$ cat src/rtl/core/ptt_seq_pkg.sv
package ptt_seq_pkg;

    localparam int TIMER_BITS = 16;
    localparam int DAC_BITS   = 12;

    localparam int HOLD_W  = 16;
    localparam int BIAS_W  = 12;
    localparam int BLINK_W = 16;
    localparam int CFG_IDX_W  = 2;
    localparam int CFG_DATA_W = 16;

    localparam logic [HOLD_W-1:0]  HOLD_TICKS_RST = HOLD_W'(100);
    localparam logic [BIAS_W-1:0]  TX_BIAS_RST    = '0;
    localparam logic [BLINK_W-1:0] BLINK_HALF_RST = BLINK_W'(100);

    typedef enum logic [CFG_IDX_W-1:0] {
        REG_HOLD_TICKS = 2'd0,
        REG_TX_BIAS    = 2'd1,
        REG_BLINK_HALF = 2'd2
    } cfg_reg_t;

    typedef enum logic [2:0] {
        MODE_RX        = 3'd0,
        MODE_LNA_OFF   = 3'd1,
        MODE_PRE_DRIVE = 3'd2,
        MODE_TX        = 3'd3,
        MODE_AMP_OFF   = 3'd4,
        MODE_ESTOP     = 3'd5
    } mode_t;

    typedef struct packed {
        logic [HOLD_W-1:0]  hold_ticks;
        logic [BIAS_W-1:0]  tx_bias;
        logic [BLINK_W-1:0] blink_half_period;
    } cfg_t;

endpackage

$ cat src/rtl/core/ptt_tx_rx_sequencer_unit.sv
// Transmit/receive sequencer for an amplifier bias controller. Each input
// transfer is one millisecond tick carrying the PTT level and the overcurrent
// alert; each tick yields one output transfer with the mode and the levels
// after the tick. The block takes one tick per clock cycle while m_tready
// holds no output back: the tick is registered, the mode, hold timer and
// blink counter update in a single combinational step, and the result sits
// in an output register. Configuration writes (hold_ticks, tx_bias,
// blink_half_period) are taken every cycle and belong in idle periods.
module ptt_tx_rx_sequencer_unit
    import ptt_seq_pkg::*;
(
    input  logic                  clk,
    input  logic                  rst_n,
    input  logic                  s_tvalid,
    output logic                  s_tready,
    input  logic [7:0]            s_tdata,   // [0] ptt_in, [1] overcurrent_alert
    output logic                  m_tvalid,
    input  logic                  m_tready,
    output logic [23:0]           m_tdata,   // [2:0] mode_code, [3] ptt_out, [4] led_on,
                                             // [16:5] gate_bias, [17] pa_shutdown
    input  logic                  cfg_valid,
    output logic                  cfg_ready,
    input  logic [CFG_IDX_W-1:0]  cfg_index,
    input  logic [CFG_DATA_W-1:0] cfg_data
);

    cfg_t        cfg;
    logic [2:0]  mode_code;
    logic        ptt_out;
    logic        led_on;
    logic [11:0] gate_bias;
    logic        pa_shutdown;

    ptt_seq_regs u_regs (
        .clk       (clk),
        .rst_n     (rst_n),
        .cfg_valid (cfg_valid),
        .cfg_ready (cfg_ready),
        .cfg_index (cfg_index),
        .cfg_data  (cfg_data),
        .cfg       (cfg)
    );

    ptt_seq_core u_core (
        .clk               (clk),
        .rst_n             (rst_n),
        .cfg               (cfg),
        .s_tvalid          (s_tvalid),
        .s_tready          (s_tready),
        .ptt_in            (s_tdata[0]),
        .overcurrent_alert (s_tdata[1]),
        .m_tvalid          (m_tvalid),
        .m_tready          (m_tready),
        .mode_code         (mode_code),
        .ptt_out           (ptt_out),
        .led_on            (led_on),
        .gate_bias         (gate_bias),
        .pa_shutdown       (pa_shutdown)
    );

    assign m_tdata = {6'b0, pa_shutdown, gate_bias, led_on, ptt_out, mode_code};

endmodule

$ cat src/rtl/core/ptt_seq_regs.sv
module ptt_seq_regs
    import ptt_seq_pkg::*;
(
    input  logic                  clk,
    input  logic                  rst_n,
    input  logic                  cfg_valid,
    output logic                  cfg_ready,
    input  logic [CFG_IDX_W-1:0]  cfg_index,
    input  logic [CFG_DATA_W-1:0] cfg_data,
    output cfg_t                  cfg
);

    cfg_t cfg_reg;
    cfg_t cfg_next;

    assign cfg_ready = 1'b1;
    assign cfg       = cfg_reg;

    always_comb
    begin
        cfg_next = cfg_reg;
        if (cfg_valid)
        begin
            case (cfg_reg_t'(cfg_index))
                REG_HOLD_TICKS: cfg_next.hold_ticks        = HOLD_W'(cfg_data);
                REG_TX_BIAS:    cfg_next.tx_bias           = cfg_data[BIAS_W-1:0];
                REG_BLINK_HALF: cfg_next.blink_half_period = BLINK_W'(cfg_data);
                default:        cfg_next = cfg_reg;
            endcase
        end
    end

    always_ff @(posedge clk or negedge rst_n)
    begin
        if (!rst_n)
        begin
            cfg_reg.hold_ticks        <= HOLD_TICKS_RST;
            cfg_reg.tx_bias           <= TX_BIAS_RST;
            cfg_reg.blink_half_period <= BLINK_HALF_RST;
        end
        else
        begin
            cfg_reg <= cfg_next;
        end
    end

endmodule

$ cat src/rtl/core/ptt_seq_core.sv
module ptt_seq_core
    import ptt_seq_pkg::*;
(
    input  logic        clk,
    input  logic        rst_n,
    input  cfg_t        cfg,
    input  logic        s_tvalid,
    output logic        s_tready,
    input  logic        ptt_in,
    input  logic        overcurrent_alert,
    output logic        m_tvalid,
    input  logic        m_tready,
    output logic [2:0]  mode_code,
    output logic        ptt_out,
    output logic        led_on,
    output logic [11:0] gate_bias,
    output logic        pa_shutdown
);

    logic                  in_valid_reg;
    logic                  in_valid_next;
    logic                  ptt_reg;
    logic                  alert_reg;
    logic                  advance;

    mode_t                 mode_reg;
    mode_t                 mode_next;
    logic [TIMER_BITS-1:0] hold_count_reg;
    logic [TIMER_BITS-1:0] hold_count_next;
    logic                  ptt_out_level_reg;
    logic                  ptt_out_level_next;
    logic                  led_level_reg;
    logic                  led_level_next;
    logic [DAC_BITS-1:0]   bias_level_reg;
    logic [DAC_BITS-1:0]   bias_level_next;
    logic [BLINK_W-1:0]    blink_count_reg;
    logic [BLINK_W-1:0]    blink_count_next;

    logic                  out_valid_reg;
    logic                  out_valid_next;
    logic [2:0]            mode_code_reg;
    logic                  ptt_out_reg;
    logic                  led_on_reg;
    logic [11:0]           gate_bias_reg;
    logic                  pa_shutdown_reg;

    logic                  expired;
    logic                  enter;
    mode_t                 target;
    logic [TIMER_BITS-1:0] hold_load;

    assign advance        = in_valid_reg && (!out_valid_reg || m_tready);
    assign s_tready       = !in_valid_reg || advance;
    assign in_valid_next  = (s_tvalid && s_tready) || (in_valid_reg && !advance);
    assign out_valid_next = advance || (out_valid_reg && !m_tready);
    assign expired        = (hold_count_reg <= TIMER_BITS'(1));
    assign hold_load      = TIMER_BITS'(cfg.hold_ticks);

    always_comb
    begin
        enter  = 1'b0;
        target = mode_reg;
        case (mode_reg)
            MODE_RX:
            begin
                enter  = ptt_reg;
                target = MODE_LNA_OFF;
            end
            MODE_LNA_OFF:
            begin
                enter  = expired;
                target = ptt_reg ? MODE_PRE_DRIVE : MODE_RX;
            end
            MODE_PRE_DRIVE:
            begin
                enter  = expired;
                target = ptt_reg ? MODE_TX : MODE_AMP_OFF;
            end
            MODE_TX:
            begin
                enter  = !ptt_reg;
                target = MODE_AMP_OFF;
            end
            default:
            begin
                enter  = expired;
                target = ptt_reg ? MODE_TX : MODE_RX;
            end
        endcase
    end

    always_comb
    begin
        mode_next          = mode_reg;
        hold_count_next    = hold_count_reg;
        ptt_out_level_next = ptt_out_level_reg;
        led_level_next     = led_level_reg;
        bias_level_next    = bias_level_reg;
        blink_count_next   = blink_count_reg;
        if (advance)
        begin
            if (mode_reg == MODE_ESTOP)
            begin
                if (blink_count_reg <= BLINK_W'(1))
                begin
                    led_level_next   = !led_level_reg;
                    blink_count_next = cfg.blink_half_period;
                end
                else
                begin
                    blink_count_next = blink_count_reg - BLINK_W'(1);
                end
            end
            else if (alert_reg)
            begin
                mode_next          = MODE_ESTOP;
                bias_level_next    = '0;
                ptt_out_level_next = 1'b0;
                blink_count_next   = cfg.blink_half_period;
            end
            else
            begin
                if (!expired && mode_reg != MODE_RX && mode_reg != MODE_TX)
                begin
                    hold_count_next = hold_count_reg - TIMER_BITS'(1);
                end
                if (enter)
                begin
                    mode_next = target;
                    case (target)
                        MODE_LNA_OFF:
                        begin
                            hold_count_next = hold_load;
                        end
                        MODE_PRE_DRIVE:
                        begin
                            ptt_out_level_next = 1'b1;
                            hold_count_next    = hold_load;
                        end
                        MODE_TX:
                        begin
                            bias_level_next = DAC_BITS'(cfg.tx_bias);
                            led_level_next  = 1'b1;
                        end
                        MODE_AMP_OFF:
                        begin
                            led_level_next     = 1'b0;
                            ptt_out_level_next = 1'b0;
                            bias_level_next    = '0;
                            hold_count_next    = hold_load;
                        end
                        default:
                        begin
                            mode_next = target;
                        end
                    endcase
                end
            end
        end
    end

    always_ff @(posedge clk or negedge rst_n)
    begin
        if (!rst_n)
        begin
            in_valid_reg      <= 1'b0;
            out_valid_reg     <= 1'b0;
            mode_reg          <= MODE_AMP_OFF;
            hold_count_reg    <= TIMER_BITS'(HOLD_TICKS_RST);
            ptt_out_level_reg <= 1'b0;
            led_level_reg     <= 1'b0;
            bias_level_reg    <= '0;
            blink_count_reg   <= '0;
        end
        else
        begin
            in_valid_reg      <= in_valid_next;
            out_valid_reg     <= out_valid_next;
            mode_reg          <= mode_next;
            hold_count_reg    <= hold_count_next;
            ptt_out_level_reg <= ptt_out_level_next;
            led_level_reg     <= led_level_next;
            bias_level_reg    <= bias_level_next;
            blink_count_reg   <= blink_count_next;
        end
    end

    always_ff @(posedge clk)
    begin
        if (s_tvalid && s_tready)
        begin
            ptt_reg   <= ptt_in;
            alert_reg <= overcurrent_alert;
        end
        if (advance)
        begin
            mode_code_reg   <= mode_next;
            ptt_out_reg     <= ptt_out_level_next;
            led_on_reg      <= led_level_next;
            gate_bias_reg   <= 12'(bias_level_next);
            pa_shutdown_reg <= (mode_next == MODE_ESTOP);
        end
    end

    assign m_tvalid    = out_valid_reg;
    assign mode_code   = mode_code_reg;
    assign ptt_out     = ptt_out_reg;
    assign led_on      = led_on_reg;
    assign gate_bias   = gate_bias_reg;
    assign pa_shutdown = pa_shutdown_reg;

    a_estop_latched: assert property (@(posedge clk) disable iff (!rst_n)
        mode_reg == MODE_ESTOP |=> mode_reg == MODE_ESTOP)
        else $error("emergency stop left without reset");

    a_estop_safe: assert property (@(posedge clk) disable iff (!rst_n)
        mode_reg == MODE_ESTOP |-> (bias_level_reg == '0 && !ptt_out_level_reg))
        else $error("bias or keying active in emergency stop");

    a_hold_idle: assert property (@(posedge clk) disable iff (!rst_n)
        !advance |=> $stable(mode_reg) && $stable(hold_count_reg))
        else $error("sequencer state moved without a transfer");

    a_keying_mode: assert property (@(posedge clk) disable iff (!rst_n)
        ptt_out_level_reg |-> (mode_reg == MODE_PRE_DRIVE || mode_reg == MODE_TX))
        else $error("keying output high outside pre-drive and tx");

endmodule

$ cat config.mk
export PLATFORM = sky130hd
export DESIGN_NAME = ptt_tx_rx_sequencer_unit
export DESIGN_NICKNAME = d
export VERILOG_FILES = /design/src/rtl/core/ptt_seq_pkg.sv /design/src/rtl/core/ptt_tx_rx_sequencer_unit.sv /design/src/rtl/core/ptt_seq_regs.sv /design/src/rtl/core/ptt_seq_core.sv
export SDC_FILE = /design/constraint.sdc
export NUM_CORES = 1
export LEC_CHECK = 0
export ABC_CLOCK_PERIOD_IN_PS = 3700
export BUFFER_PORTS_ARGS = -buffer_cell sky130_fd_sc_hd__buf_2
export CAP_MARGIN = 20
export CORE_MARGIN = 3
export CORE_UTILIZATION = 50
export CTS_BUF_LIST = sky130_fd_sc_hd__clkbuf_16
export DETAILED_ROUTE_END_ITERATION = 7
export GPL_ROUTABILITY_DRIVEN = 0
export PLACE_DENSITY = 0.72
export RECOVER_POWER = 50
export SLEW_MARGIN = 20
export SYNTH_ARGS = -nofsm -noshare
export SYNTH_HDL_FRONTEND = slang
export SYNTH_SLANG_ARGS = --single-unit
$ cat constraint.sdc
create_clock -name clk -period 3.7 [get_ports clk]
set_clock_uncertainty 0.2 [all_clocks]
set_input_delay 0.37 -clock clk [delete_from_list [all_inputs] [get_ports clk]]
set_output_delay 0.37 -clock clk [all_outputs]
set_load 0.01 [all_outputs]
Word level (Yosys, flattened, before mapping). Cells that the tools add are included.

Register bits after elaboration: 115. Bits in latches: 0. Memory bits (writable): 0. ROM bits: 0. Bits of input ports: 31. Output and inout port bits: 27. Logic and storage cells: 94. Memories: 0.

Add/sub/neg operators: 2. Multiply operators: 0. Div/mod/pow operators: 0. $lt $le $gt $ge: 2. Equal/unequal tests: 12. Shift operators: 0. Muxes and demuxes: 31. Bitwise gates (word level): 2. Reduce and logical (&&, ||, !) cells: 27.

Operators by type and width (count): $mux W16 (6); $mux W12 (4); $le A16 B1 Y1 const B (2); $sub A16 B1 Y16 const B (2); $pmux W12 S2 (1); $mux W3 (5); $eq A3 B2 Y1 const B (4); $pmux W3 S4 (1); $eq A3 B3 Y1 const B (3); $mux W1 (9); $reduce_and A2 Y1 (4); $logic_not A1 Y1 (7); $eq A3 B1 Y1 const B (2); $logic_and A1 B1 Y1 (6); $pmux W1 S2 (3); $logic_or A1 B1 Y1 (4); $mux W2 (2); $logic_not A3 Y1 (1); $ne A3 B2 Y1 const B (1); $reduce_and A3 Y1 (1); $reduce_bool A3 Y1 (1); $reduce_or A3 Y1 (1); $eq A2 B1 Y1 const B (1); $eq A2 B2 Y1 const B (1); 3 further kinds (4).

Longest topological paths before layout. Gate-level depths: netlist of run 1.

Word-level depth: 8. Depth in mapped cells: 9. Depth with buffers taken out: 8.

Modules after synthesis. From an unflattened synthesis of run 1, not the netlist that was laid out.

Cells, all modules: 491. Area total of the unflattened synthesis: 5482.8 µm².

Modules (own cells, without submodules): ptt_seq_core (instances 1, cells each 385, area an instance 3734.8 µm², seq. area each 1881.8 µm²); ptt_seq_regs (instances 1, cells each 96, area an instance 1676.6 µm², seq. area each 1108.6 µm²); ptt_tx_rx_sequencer_unit (instances 1, cells each 10, area an instance 71.3 µm², seq. area each 0.0 µm²).

Worst setup path after synthesis of run 1. No wires, ideal clock.

Path kind: reg-to-reg. Start point: reg u_core.hold_count_reg[11]. End point: reg u_core.gate_bias_reg[10], in the netlist u_core.gate_bias[10] (data pin). Setup time: 0.260 ns. Arrival: 2.328 ns. Required time: 3.240 ns. Slack: 0.911 ns. Stages on the path, launching flop included: 9. Path buffers: 2. Period minus slack after synthesis: 2.789 ns. Cell sequence: dfrtp_1 > or4_1 > or4_1 > buf_2 > o21a_4 > o21ai_1 > nand2_1 > buf_6 > a22o_1.

Word-level cells in the longest chain between the ends: 6.

RTL lines: start, declared (RTL line ptt_seq_core.sv:28) `logic [TIMER_BITS-1:0] hold_count_reg;`; start signal, assigned (RTL line ptt_seq_core.sv:169) `hold_count_reg <= TIMER_BITS'(HOLD_TICKS_RST);`; start signal, assigned (RTL line ptt_seq_core.sv:180) `hold_count_reg <= hold_count_next;`; $le A16 B1 Y1 (RTL line ptt_seq_core.sv:56) `assign expired = (hold_count_reg <= TIMER_BITS'(1));`; $pmux W1 S2 (RTL line ptt_seq_core.sv:63) `case (mode_reg)`; $mux W12 (RTL line ptt_seq_core.sv:127) `if (enter)`; $mux W12 (RTL line ptt_seq_core.sv:114) `else if (alert_reg)`; $mux W12 (RTL line ptt_seq_core.sv:102) `if (mode_reg == MODE_ESTOP)`; $mux W12 (RTL line ptt_seq_core.sv:100) `if (advance)`; via u_core.bias_level_next[10] (RTL line ptt_seq_core.sv:35) `logic [DAC_BITS-1:0] bias_level_next;`; end signal, assigned (RTL line ptt_seq_core.sv:200) `gate_bias_reg <= 12'(bias_level_next);`; end, declared (RTL line ptt_seq_core.sv:44) `logic [11:0] gate_bias_reg;`.

The timed path passes the listed nets, and every way through them passes these cells. A chain may end at the register's enable or synchronous reset.

Worst setup path in the final report of run 1.
Start point: reg u_core.hold_count_reg[11]. End point: reg u_core.gate_bias_reg[9], in the netlist u_core.gate_bias[9] (data pin).

The elaborated chain is that of the path after synthesis.

==> results of run 1 <==
worst max path at each step:
stage	depth (start not counted)	end	from	slack, ns
floorplan	8	u_core.gate_bias[10]$_DFFE_PP_	u_core.hold_count_reg[11]$_DFFE_PN0P_	0.91
global placement	6	u_core.gate_bias[5]$_DFFE_PP_	u_core.hold_count_reg[11]$_DFFE_PN0P_	0.63
detailed placement	6	u_core.gate_bias[0]$_DFFE_PP_	u_core.hold_count_reg[11]$_DFFE_PN0P_	0.59
CTS	6	u_core.gate_bias[0]$_DFFE_PP_	u_core.hold_count_reg[11]$_DFFE_PN0P_	0.58
global route	6	u_core.gate_bias[9]$_DFFE_PP_	u_core.hold_count_reg[11]$_DFFE_PN0P_	0.40
finish	6	u_core.gate_bias[9]$_DFFE_PP_	u_core.hold_count_reg[11]$_DFFE_PN0P_	0.57
cell families after synthesis:
group                      synth area share
buffers and inverters               0.04137
adders and majority gates          0.009351
other                              0.001403
DFF                                  0.5587
xor gates and xnor gates           0.001637
AOI/OAI and AO/OA                    0.1503
muxes                               0.09444
and+or+nand+nor                      0.1428
Yosys cell counts (5+ instances only):
| master | n |
|---|---|
| a22o_1 | 12 |
| nand3_1 | 16 |
| nor2_1 | 31 |
| nand3b_1 | 7 |
| clkbuf_1 | 16 |
| or4_1 | 8 |
| dfstp_2 | 10 |
| mux2_2 | 44 |
| a21oi_1 | 37 |
| nor2b_1 | 6 |
| nand2_1 | 23 |
| nor4_1 | 8 |
| inv_1 | 11 |
| dfrtp_1 | 85 |
| nor3_1 | 20 |
| edfxtp_1 | 20 |
| a31o_2 | 5 |
| nand2b_1 | 5 |
| o21ai_0 | 28 |
| buf_4 | 12 |
cells in the final DEF (no fill, tap or decap), types with 5 or more instances in the layout:
| cell | synthesis | final |
|---|---|---|
| dfrtp_1 | 85 | 85 |
| mux2_2 | 44 | 44 |
| a21oi_1 | 37 | 37 |
| nor2_1 | 31 | 31 |
| o21ai_0 | 28 | 27 |
| nand2_1 | 23 | 23 |
| clkbuf_1 | 16 | 23 |
| buf_2 | 3 | 22 |
| nor3_1 | 20 | 20 |
| edfxtp_1 | 20 | 20 |
| clkbuf_16 | 0 | 17 |
| nand3_1 | 16 | 16 |
| a22o_1 | 12 | 12 |
| inv_1 | 11 | 11 |
| dfstp_2 | 10 | 10 |
| or4_1 | 8 | 8 |
| nor4_1 | 8 | 8 |
| nand3b_1 | 7 | 7 |
| conb_1 | 2 | 7 |
| buf_4 | 12 | 7 |
| nor2b_1 | 6 | 6 |
| nand2b_1 | 5 | 5 |
| a31o_2 | 5 | 5 |
| inv_8 | 0 | 5 |
| dlygate4sd3_1 | 0 | 5 |
critical path: stages, from the launching register on:
cell,delay (ns)
dfrtp_1,0.40
or4_1,0.55
or4_1,0.60
o21a_4,0.33
o21ai_1,0.16
nand2_1,0.28
a22o_1,0.35
stage by stage:
step / setup WS [ns] / instances / instance area (µm²) / utilization / power (mW)
after global placement: 0.6276 / 642 / 5663 / 0.5461 / 2.039
after CTS: 0.5795 / 679 / 6302 / 0.6077 / 3.696
after global routing: 0.3992 / 679 / 6261 / 0.6038 / 3.840
after floorplan: 0.9113 / 486 / 5371 / - / 1.911
final: 0.5654 / 679 / 6261 / 0.6038 / 3.679
after detailed placement: 0.5928 / 642 / 5663 / 0.5461 / 2.068
timing repair:
item | 4_1_cts | 5_1_grt
buffers inserted | 0 | 0
hold endpoints to repair | 58 | 0
hold buffers | 5 | 0
layer usage:
metal,share of wire,vias up,track usage
li1,-,1873,-
met1,0.46,2063,0.2996
met2,0.48,131,0.3256
met3,0.055,18,0.05226
met4,0.013,0,0.06589
met5,0,-,0
layout make-up:
class	instances	area (µm²)
clock inverters	15	163.9
repair buffers	58	304.0
well taps	136	170.2
clock buffers	17	425.4
flip-flops and latches	115	2990
fillers	872	4109
multi-input cells	327	2166
inverters	11	41.29
power groups by stage:
stage	Combinational (mW)	Clock (mW)	Sequential (mW)
final	0.407	1.63	1.64
after detailed placement	0.408	0	1.66
after floorplan	0.295	0	1.62
after global routing	0.463	1.70	1.67
after CTS	0.415	1.64	1.64
after global placement	0.391	0	1.65
==> flow_summary_export.csv, run 1 <==
group,metric,value,unit
clock_tree,clk_pin_slew,0.06,ns
yosys,synth_area_leaders,"dfrtp_1 (40%), edfxtp_1 (11%), mux2_2 (9.3%)",
power,swShare,0.2848,
clock_tree,clk_path_buf_depth,2,
timing,fin_crit_sh,0.8472,
timing,rsz0062_at_grt,"no",
yosys,synth_top_area_frac,0.3974,
min_path,holdCritStartpoint,"cfg_data[14]",
clock_tree,cts.sinks,115,
power,combPwrFrac,0.111,
yosys,synth_largest_area_cell,"dfrtp_1",
power,vdd_ir_drop_max,0.3095,mV
power,powerDensity,587.6,nW/µm²
setup_path,cp.required,3.65,ns
setup_path,reg2reg_to,"u_core.gate_bias[9]$_DFFE_PP_",
timing,setup_viol,0,
min_path,hold_depth,2,
outcome,status,"finished, violations left",
setup_path,timing.rr.start,"u_core.hold_count_reg[11]$_DFFE_PN0P_",
timing,fin_setup_tns,0,ns
route,drt-initial-drc-count,309,
yosys,syn_inst,481,
route,ant_nets,0,
route,avgViaCountPerCell,6.016,
power,p_sw,1.048,mW
setup_path,rr_worst_depth,6,
clock_tree,ctsHtreeMaxLevel,4,
clock_tree,cts_made_buffers,17,
timing,tightest_slew,1.630,ns
global_route,grt_pass1_wl,19540,µm
finish,drive_above_1_share,0.2339,
yosys,synth_top_flop_cell,"dfrtp_1",
floorplanning,core-area,10370,µm²
timing,hold_viol_final,0,
route,routed_wl,11920,µm
finish,n_antenna_cell,0,
floorplanning,rows,37,
yosys,async_flop_share,0.8261,
power,intPower,2.631,mW
global_route,antenna_found_initial,0,
timing,slew_viol_final,67,
global_route,grt_max_degree,67,
clock_tree,cts_tree,"done",
global_route,grt_pass1_vias,3891,
finish,syn_to_final_growth,16.97,%
min_path,hp-class,"in2reg",
floorplanning,die-area,11980,µm²
power,power_leakage,2.509,nW
yosys,ys_types,57,
floorplanning,die_w,109.5,µm
yosys,yosysWarnings,0,
setup_path,critPathKind,"reg2reg",
yosys,ys_seq_area_frac,0.5587,
timing,period_needed,3.135,ns
global_route,gr-usage-all-layers,0.2123,
route,vias,4085,
outcome,violations,"max-capacitance violations, max-slew violations",
setup_path,cp-end-kind,"flip-flop",
clock_tree,cts_resized,0,
global_route,globalRouteOverflowTotal,0,
timing,timing.slew.headroom,-0.08640,
clock_tree,clk_latency,0.41,ns
flow_run,drv_cap,1,
placement,port_buffers,44,
power,p_clk_frac,0.442,
setup_path,startpoint_type,"flip-flop",
finish,largest_reg_flops,44,
route,first_pass_iters,5,
finish,nNetsFinal,565,
min_path,hold_end,"u_regs.cfg[14]$_DFFE_PN0P_",
timing,fmax,319.0,MHz
placement,hpwlAfterDp,8031,µm
yosys,syn_area,5353,µm²
yosys,syn_area_per_cell,11.13,µm²
yosys,synth-seq-cells,115,
setup_path,cp_max_fo,16,
route,post-route-drc-count,0,
floorplanning,io_pins,58,
setup_path,crit_arrival,3.09,ns
setup_path,rrSetupSlack,0.57,ns
floorplanning,die_h,109.5,µm
yosys,synth_edf_count,20,
clock_tree,cts-root-buf,"clkbuf_16",
power,seqPwrFrac,0.447,
timing,holdWs,0.01484,ns
floorplanning,initial_utilization,0.5162,
route,drt-wirelength-per-cell,17.56,µm
Note: power is estimated with default switching activity, not from simulation.
==> run 2: changes to the inputs <==
ABC_AREA = 1   (was default)
ABC_CLOCK_PERIOD_IN_PS = 2700   (was 3700)
PLACE_DENSITY = 0.74   (was 0.72)
clock period = 2.7 ns   (was 3.7 ns; I/O delays follow)
==> flow_summary_export.csv, run 2 <==
group,metric,value,unit
placement,port_buffers,44,
route,drt-wirelength-per-cell,14.03,µm
finish,n_antenna_cell,0,
route,drt-initial-drc-count,260,
power,combPwrFrac,0.262,
floorplanning,rows,38,
finish,largest_reg_flops,44,
setup_path,cp_top_family,"simple AND/OR/NAND/NOR gates",
finish,syn_to_final_growth,17.78,%
timing,timing.slew.headroom,0.2049,
global_route,grt_max_degree,50,
setup_path,cp-end-kind,"flip-flop",
timing,tightest_slew,1.193,ns
clock_tree,ctsHtreeMaxLevel,4,
yosys,ys_seq_area_frac,0.5089,
global_route,gr-usage-all-layers,0.2265,
setup_path,path_cells,"inv_1 -> ha_1 -> nand2_1 -> nand2_1 -> nand3_2 -> nand2_4 -> nand2_4 -> inv_2 -> o21ai_2 -> nand2_1 -> nand2_1 -> nand2_1 -> nand2_1",
setup_path,crit_arrival,2.40,ns
setup_path,crit_path_top_delay_cell,"dfrtp_1",
setup_path,critPathKind,"reg2reg",
setup_path,cpPeakStageDelay,0.44,ns
yosys,synth_area_leaders,"dfrtp_1 (36%), nand2_1 (17%), edfxtp_1 (10%)",
yosys,synth_top_area_frac,0.3620,
route,first_pass_iters,5,
route,avgViaCountPerCell,5.203,
yosys,yosysWarnings,0,
power,p_sw,2.163,mW
yosys,synth_largest_area_cell,"dfrtp_1",
yosys,synth-seq-cells,115,
yosys,synth_most_common_cell,"nand2_1",
clock_tree,clk_path_buf_depth,2,
route,post-route-drc-count,0,
global_route,antenna_found_initial,0,
setup_path,critPathBufInv,2,
outcome,status,"finished, final reports clean",
clock_tree,cts_made_buffers,17,
setup_path,cpMostUsedCell,"nand2_1",
global_route,globalRouteOverflowTotal,0,
timing,slew_viol_final,0,
yosys,syn_area_per_cell,7.876,µm²
yosys,synth_top_flop_cell,"dfrtp_1",
global_route,grt_pass1_vias,5035,
min_path,hp-class,"in2reg",
power,intPower,4.247,mW
timing,rsz0062_at_grt,"no",
route,vias,4984,
power,seqPwrFrac,0.382,
clock_tree,cts_tree,"done",
floorplanning,die_h,114.4,µm
yosys,syn_inst,746,
timing,period_needed,2.439,ns
clock_tree,post_cts_buffers,0,
floorplanning,die_w,114.4,µm
finish,nNetsFinal,840,
power,p_clk_frac,0.356,
yosys,synth_edf_count,20,
finish,drive_above_1_share,0.1235,
route,ant_nets,0,
timing,fmax,409.9,MHz
yosys,syn_area,5876,µm²
floorplanning,die-area,13090,µm²
flow_run,drv_cap,0,
placement,hpwlAfterDp,8861,µm
power,power_leakage,3.470,nW
power,p_total,6.410,mW
clock_tree,clk_pin_slew,0.06,ns
floorplanning,core-area,11170,µm²
clock_tree,cts_resized,0,
floorplanning,io_pins,58,
setup_path,cp_max_fo,14,
power,swShare,0.3375,
timing,hold_viol_final,0,
yosys,ys_types,38,
floorplanning,initial_utilization,0.5259,
timing,fin_setup_tns,0,ns
yosys,async_flop_share,0.8261,
setup_path,rrSetupSlack,0.26,ns
yosys,synth_commonest_cells,"nand2_1 (265), dfrtp_1 (85), o21ai_0 (74)",
timing,fin_crit_sh,0.9035,
route,routed_wl,13440,µm
finish,fill_cells,927,
clock_tree,clk_latency,0.41,ns
power,vdd_ir_drop_max,0.5415,mV
global_route,grt_pass1_wl,23360,µm
setup_path,startpoint_type,"flip-flop",
clock_tree,cts.sinks,115,
power,powerDensity,926.2,nW/µm²
clock_tree,cts-root-buf,"clkbuf_16",
finish,layout_common_cells,"nand2_1 (265), dfrtp_1 (85), o21ai_0 (74), nor2_1 (72), inv_1 (69)",
finish,final_common_cell,"nand2_1",
setup_path,cp.required,2.66,ns
timing,setup_viol,0,
run 2: cell types whose count changed in the layout (fill, tap and decap cells not counted), sizes merged, moves of 28 or more:
cell,previous run,this run
inv,20,80
a21oi,37,9
nor2,33,81
mux2,44,0
nand2,23,269
o21ai,31,88
run 2: power groups by stage:
stage	Sequential [mW]	Clock (mW)	Combinational, mW
after floorplan	2.39	0	1.31
after global placement	2.45	0	1.58
after detailed placement	2.46	0	1.63
final	2.45	2.28	1.68
after CTS	2.44	2.32	1.68
after global routing	2.49	2.41	1.94
run 2: worst reg2reg max path: stages, from the launching register on:
cell and delay [ns]:
dfrtp_1 0.44, inv_1 0.13, ha_1 0.20, nand2_1 0.14
nand2_1 0.12, nand3_2 0.11, nand2_4 0.18, nand2_4 0.12
inv_2 0.10, o21ai_2 0.16, nand2_1 0.12, nand2_1 0.05
nand2_1 0.05, nand2_1 0.07
run 2: final cells by class:
type | instances | area [µm²] | share of cell area
clock buffer | 18 | 450.4 | 0.06509
clock inverter | 14 | 162.7 | 0.02350
inverter | 77 | 289.0 | 0.04176
multi-input combinational | 525 | 2415 | 0.3489
sequential | 115 | 2990 | 0.4321
tap | 140 | 175.2 | 0.02531
timing repair buffer | 69 | 437.9 | 0.06328
run 2: path summary, 6_finish.rpt:
path | end | cells after the start | startpoint
setup reg to reg | u_core.gate_bias[11]$_DFFE_PP_ | 13 | u_core.hold_count_reg[0]$_DFFE_PN0P_
min in group asynchronous | u_core.hold_count_reg[12]$_DFFE_PN0P_ | 2 | rst_n
hold / removal | u_regs.cfg[23]$_DFFE_PN0P_ | 3 | cfg_data[7]
hold reg to reg | u_core.hold_count_reg[15]$_DFFE_PN0P_ | 2 | u_core.hold_count_reg[15]$_DFFE_PN0P_
max in group asynchronous | u_regs.cfg[29]$_DFFE_PN0P_ | 3 | rst_n
setup / recovery | u_core.gate_bias[11]$_DFFE_PP_ | 13 | u_core.hold_count_reg[0]$_DFFE_PN0P_
run 2: cell families after synthesis:
kind of cell             count (synthesis)  synth area share
AND/OR/NAND/NOR                        387            0.2692
flip-flops                             115            0.5089
AO/OA/AOI/OAI                          112            0.1065
buffers and inverters                  111           0.08326
XOR/XNOR                                15           0.02236
adder cells (fa/ha/maj)                  4          0.008518
other                                    2          0.001278
run 2: what timing repair did:
| item | CTS | global route |
|---|---|---|
| hold endpoints to repair | 83 | 0 |
| hold buffers | 21 | 0 |
| endpoints found under the setup margin | 0 | 0 |
run 2: stage by stage:
stage / instances / worst slack, ns / utilization / instance area (µm²) / hold WS [ns]
3_5_place_dp: 905 / 0.2659 / 0.5490 / 6135 / 0.1347
4_1_cts: 958 / 0.2491 / 0.6227 / 6958 / 0.0002405
5_1_grt: 958 / 0.04151 / 0.6194 / 6920 / 0.02407
6_report: 958 / 0.2607 / 0.6194 / 6920 / 0.01018
3_3_place_gp: 905 / 0.3252 / 0.5490 / 6135 / 0.1319
2_1_floorplan: 751 / 0.6183 / - / 5894 / -0.2256
run 2: metal layers:
layer  share of wire  GRT usage  vias to the layer above
met1            0.44     0.2823                     2358
met5               0          0                        -
met3           0.044    0.05655                       33
met2            0.50     0.3737                      133
met4           0.025    0.09897                        0
li1                -          -                     2460
==> run 3: changes to the inputs <==
ABC_AREA = default   (was 1)
CORE_MARGIN = default   (was 3)
==> flow_summary_export.csv, run 3 (synthesized netlist as in run 1, its figures left out) <==
group,metric,value,unit
outcome,status,"finished, final reports clean",
clock_tree,cts_tree,"done",
flow_run,drv_cap,0,
power,p_clk_frac,0.451,
power,p_sw,1.410,mW
finish,layout_common_cells,"dfrtp_1 (85), mux2_2 (44), a21oi_1 (35), nor2_1 (30), buf_2 (30)",
global_route,antenna_found_initial,0,
timing,tightest_slew,1.315,ns
timing,rsz0062_at_grt,"yes",
clock_tree,ctsHtreeMaxLevel,4,
floorplanning,die_h,105.5,µm
global_route,grt_pass1_vias,4201,
timing,hold_viol_final,0,
global_route,grt_pass1_wl,20780,µm
setup_path,path_cells,"or4_4 -> or4_4 -> o21a_4 -> o21ai_2 -> nand2_2 -> buf_12 -> a22o_1",
power,intPower,3.794,mW
route,avgViaCountPerCell,5.879,
finish,utilization,0.6500,
min_path,hp-class,"in2reg",
setup_path,cpPeakStageDelay,0.53,ns
clock_tree,clk_pin_slew,0.06,ns
route,drt-wirelength-per-cell,17.63,µm
power,swShare,0.2709,
setup_path,crit_path_top_delay_cell,"or4_4",
timing,setup_viol,0,
setup_path,cp.required,2.66,ns
timing,fmax,373.8,MHz
placement,port_buffers,44,
floorplanning,io_pins,58,
setup_path,critPathBufInv,1,
route,first_pass_iters,4,
timing,period_needed,2.675,ns
finish,nNetsFinal,606,
route,drt-initial-drc-count,276,
route,ant_nets,0,
floorplanning,die_w,105.5,µm
setup_path,cpMostUsedCell,"or4_4",
finish,final_common_cell,"dfrtp_1",
clock_tree,cts-root-buf,"clkbuf_16",
placement,dp_slack,-0.08191,ns
finish,drive_above_1_share,0.2928,
setup_path,critPathKind,"reg2reg",
setup_path,cp_max_fo,12,
route,routed_wl,12700,µm
setup_path,cp_top_family,"simple AND/OR/NAND/NOR gates",
setup_path,cp-end-kind,"flip-flop",
power,seqPwrFrac,0.434,
timing,fin_ws,0.02453,ns
floorplanning,die-area,11120,µm²
power,vdd_ir_drop_max,0.5345,mV
setup_path,startpoint_type,"flip-flop",
global_route,grt_max_degree,54,
setup_path,crit_arrival,2.63,ns
finish,syn_to_final_growth,25.92,%
timing,timing.slew.headroom,0.1234,
clock_tree,cts.sinks,115,
timing,slew_viol_final,0,
global_route,gr-usage-all-layers,0.2445,
timing,fin_crit_sh,0.9909,
finish,n_antenna_cell,0,
clock_tree,cts_made_buffers,17,
route,vias,4233,
power,combPwrFrac,0.115,
clock_tree,clk_latency,0.41,ns
placement,hpwlAfterDp,8059,µm
finish,largest_reg_flops,44,
floorplanning,initial_utilization,0.5162,
global_route,globalRouteOverflowTotal,0,
setup_path,rrSetupSlack,0.02,ns
floorplanning,rows,37,
floorplanning,core-area,10370,µm²
power,power_leakage,2.752,nW
route,post-route-drc-count,0,
clock_tree,clk_path_buf_depth,2,
power,powerDensity,772.0,nW/µm²
==> run 3: cell type report <==
type	instances	area, µm²
Multi-Input combinational cell	327	2218
Tap cell	136	170.2
Clock buffer	17	425.4
Sequential cell	115	2990
Clock inverter	15	195.2
Timing Repair Buffer	99	699.4
Fill cell	790	3630
Inverter	11	41.29
==> run 3: final timing paths <==
kind                                                       startpoint                               endpoint  depth (start not counted)
max in group asynchronous                                       rst_n  u_core.blink_count_reg[4]$_DFFE_PN0P_                          3
worst max-delay path            u_core.hold_count_reg[13]$_DFFE_PN0P_         u_core.gate_bias[10]$_DFFE_PP_                          7
min in group asynchronous                                       rst_n             u_regs.cfg[10]$_DFFE_PN0P_                          2
worst min-delay path                                     cfg_data[10]             u_regs.cfg[10]$_DFFE_PN0P_                          2
worst min register to register             u_regs.cfg[10]$_DFFE_PN0P_             u_regs.cfg[10]$_DFFE_PN0P_                          1
worst max register to register  u_core.hold_count_reg[13]$_DFFE_PN0P_         u_core.gate_bias[10]$_DFFE_PP_                          7
==> run 3: what timing repair did <==
action / CTS / global route
hold endpoints to repair: 88 / 0
endpoints found under the setup margin: 30 / 42
pin swaps: 1 / 2
hold buffers: 21 / 0
resized for setup: 3 / 14
buffers inserted: 1 / 2
==> run 3: power by group through the flow <==
stage          sequential [mW]  clock (mW)  combinational [mW]
2_1_floorplan             2.21           0               0.404
3_3_place_gp              2.26           0               0.540
3_5_place_dp              2.27           0               0.564
4_1_cts                   2.25        2.37               0.601
5_1_grt                   2.29        2.46               0.674
6_report                  2.26        2.35               0.599
==> run 3: worst register-to-register path: cells and delay by family (launching register included) <==
family          cells  cell delay (ns)
simple gates        3             1.06
compound gates      3             0.63
flops               1             0.38
buf+inv             1             0.15
==> run 3: per-layer routing <==
metal | part of all wire | global-route usage | wire, µm
met4 | 0.019 | 0.09557 | 239
met1 | 0.44 | 0.3214 | 5580
met2 | 0.49 | 0.3961 | 6244
met5 | 0 | 0 | 0
met3 | 0.050 | 0.05380 | 632
==> run 3: through the flow <==
step | total power [mW] | area (µm²) | instances | hold WS, ns | TNS, ns
global placement | 2.798 | 5866 | 664 | 0.1481 | -0.02905
CTS | 5.221 | 6710 | 718 | 0.005874 | 0
finish | 5.203 | 6740 | 720 | 0.007262 | 0
floorplan | 2.619 | 5378 | 486 | -0.2256 | 0
global route | 5.420 | 6740 | 720 | 0.01251 | -0.4546
detailed placement | 2.837 | 5866 | 664 | 0.1533 | -0.9217
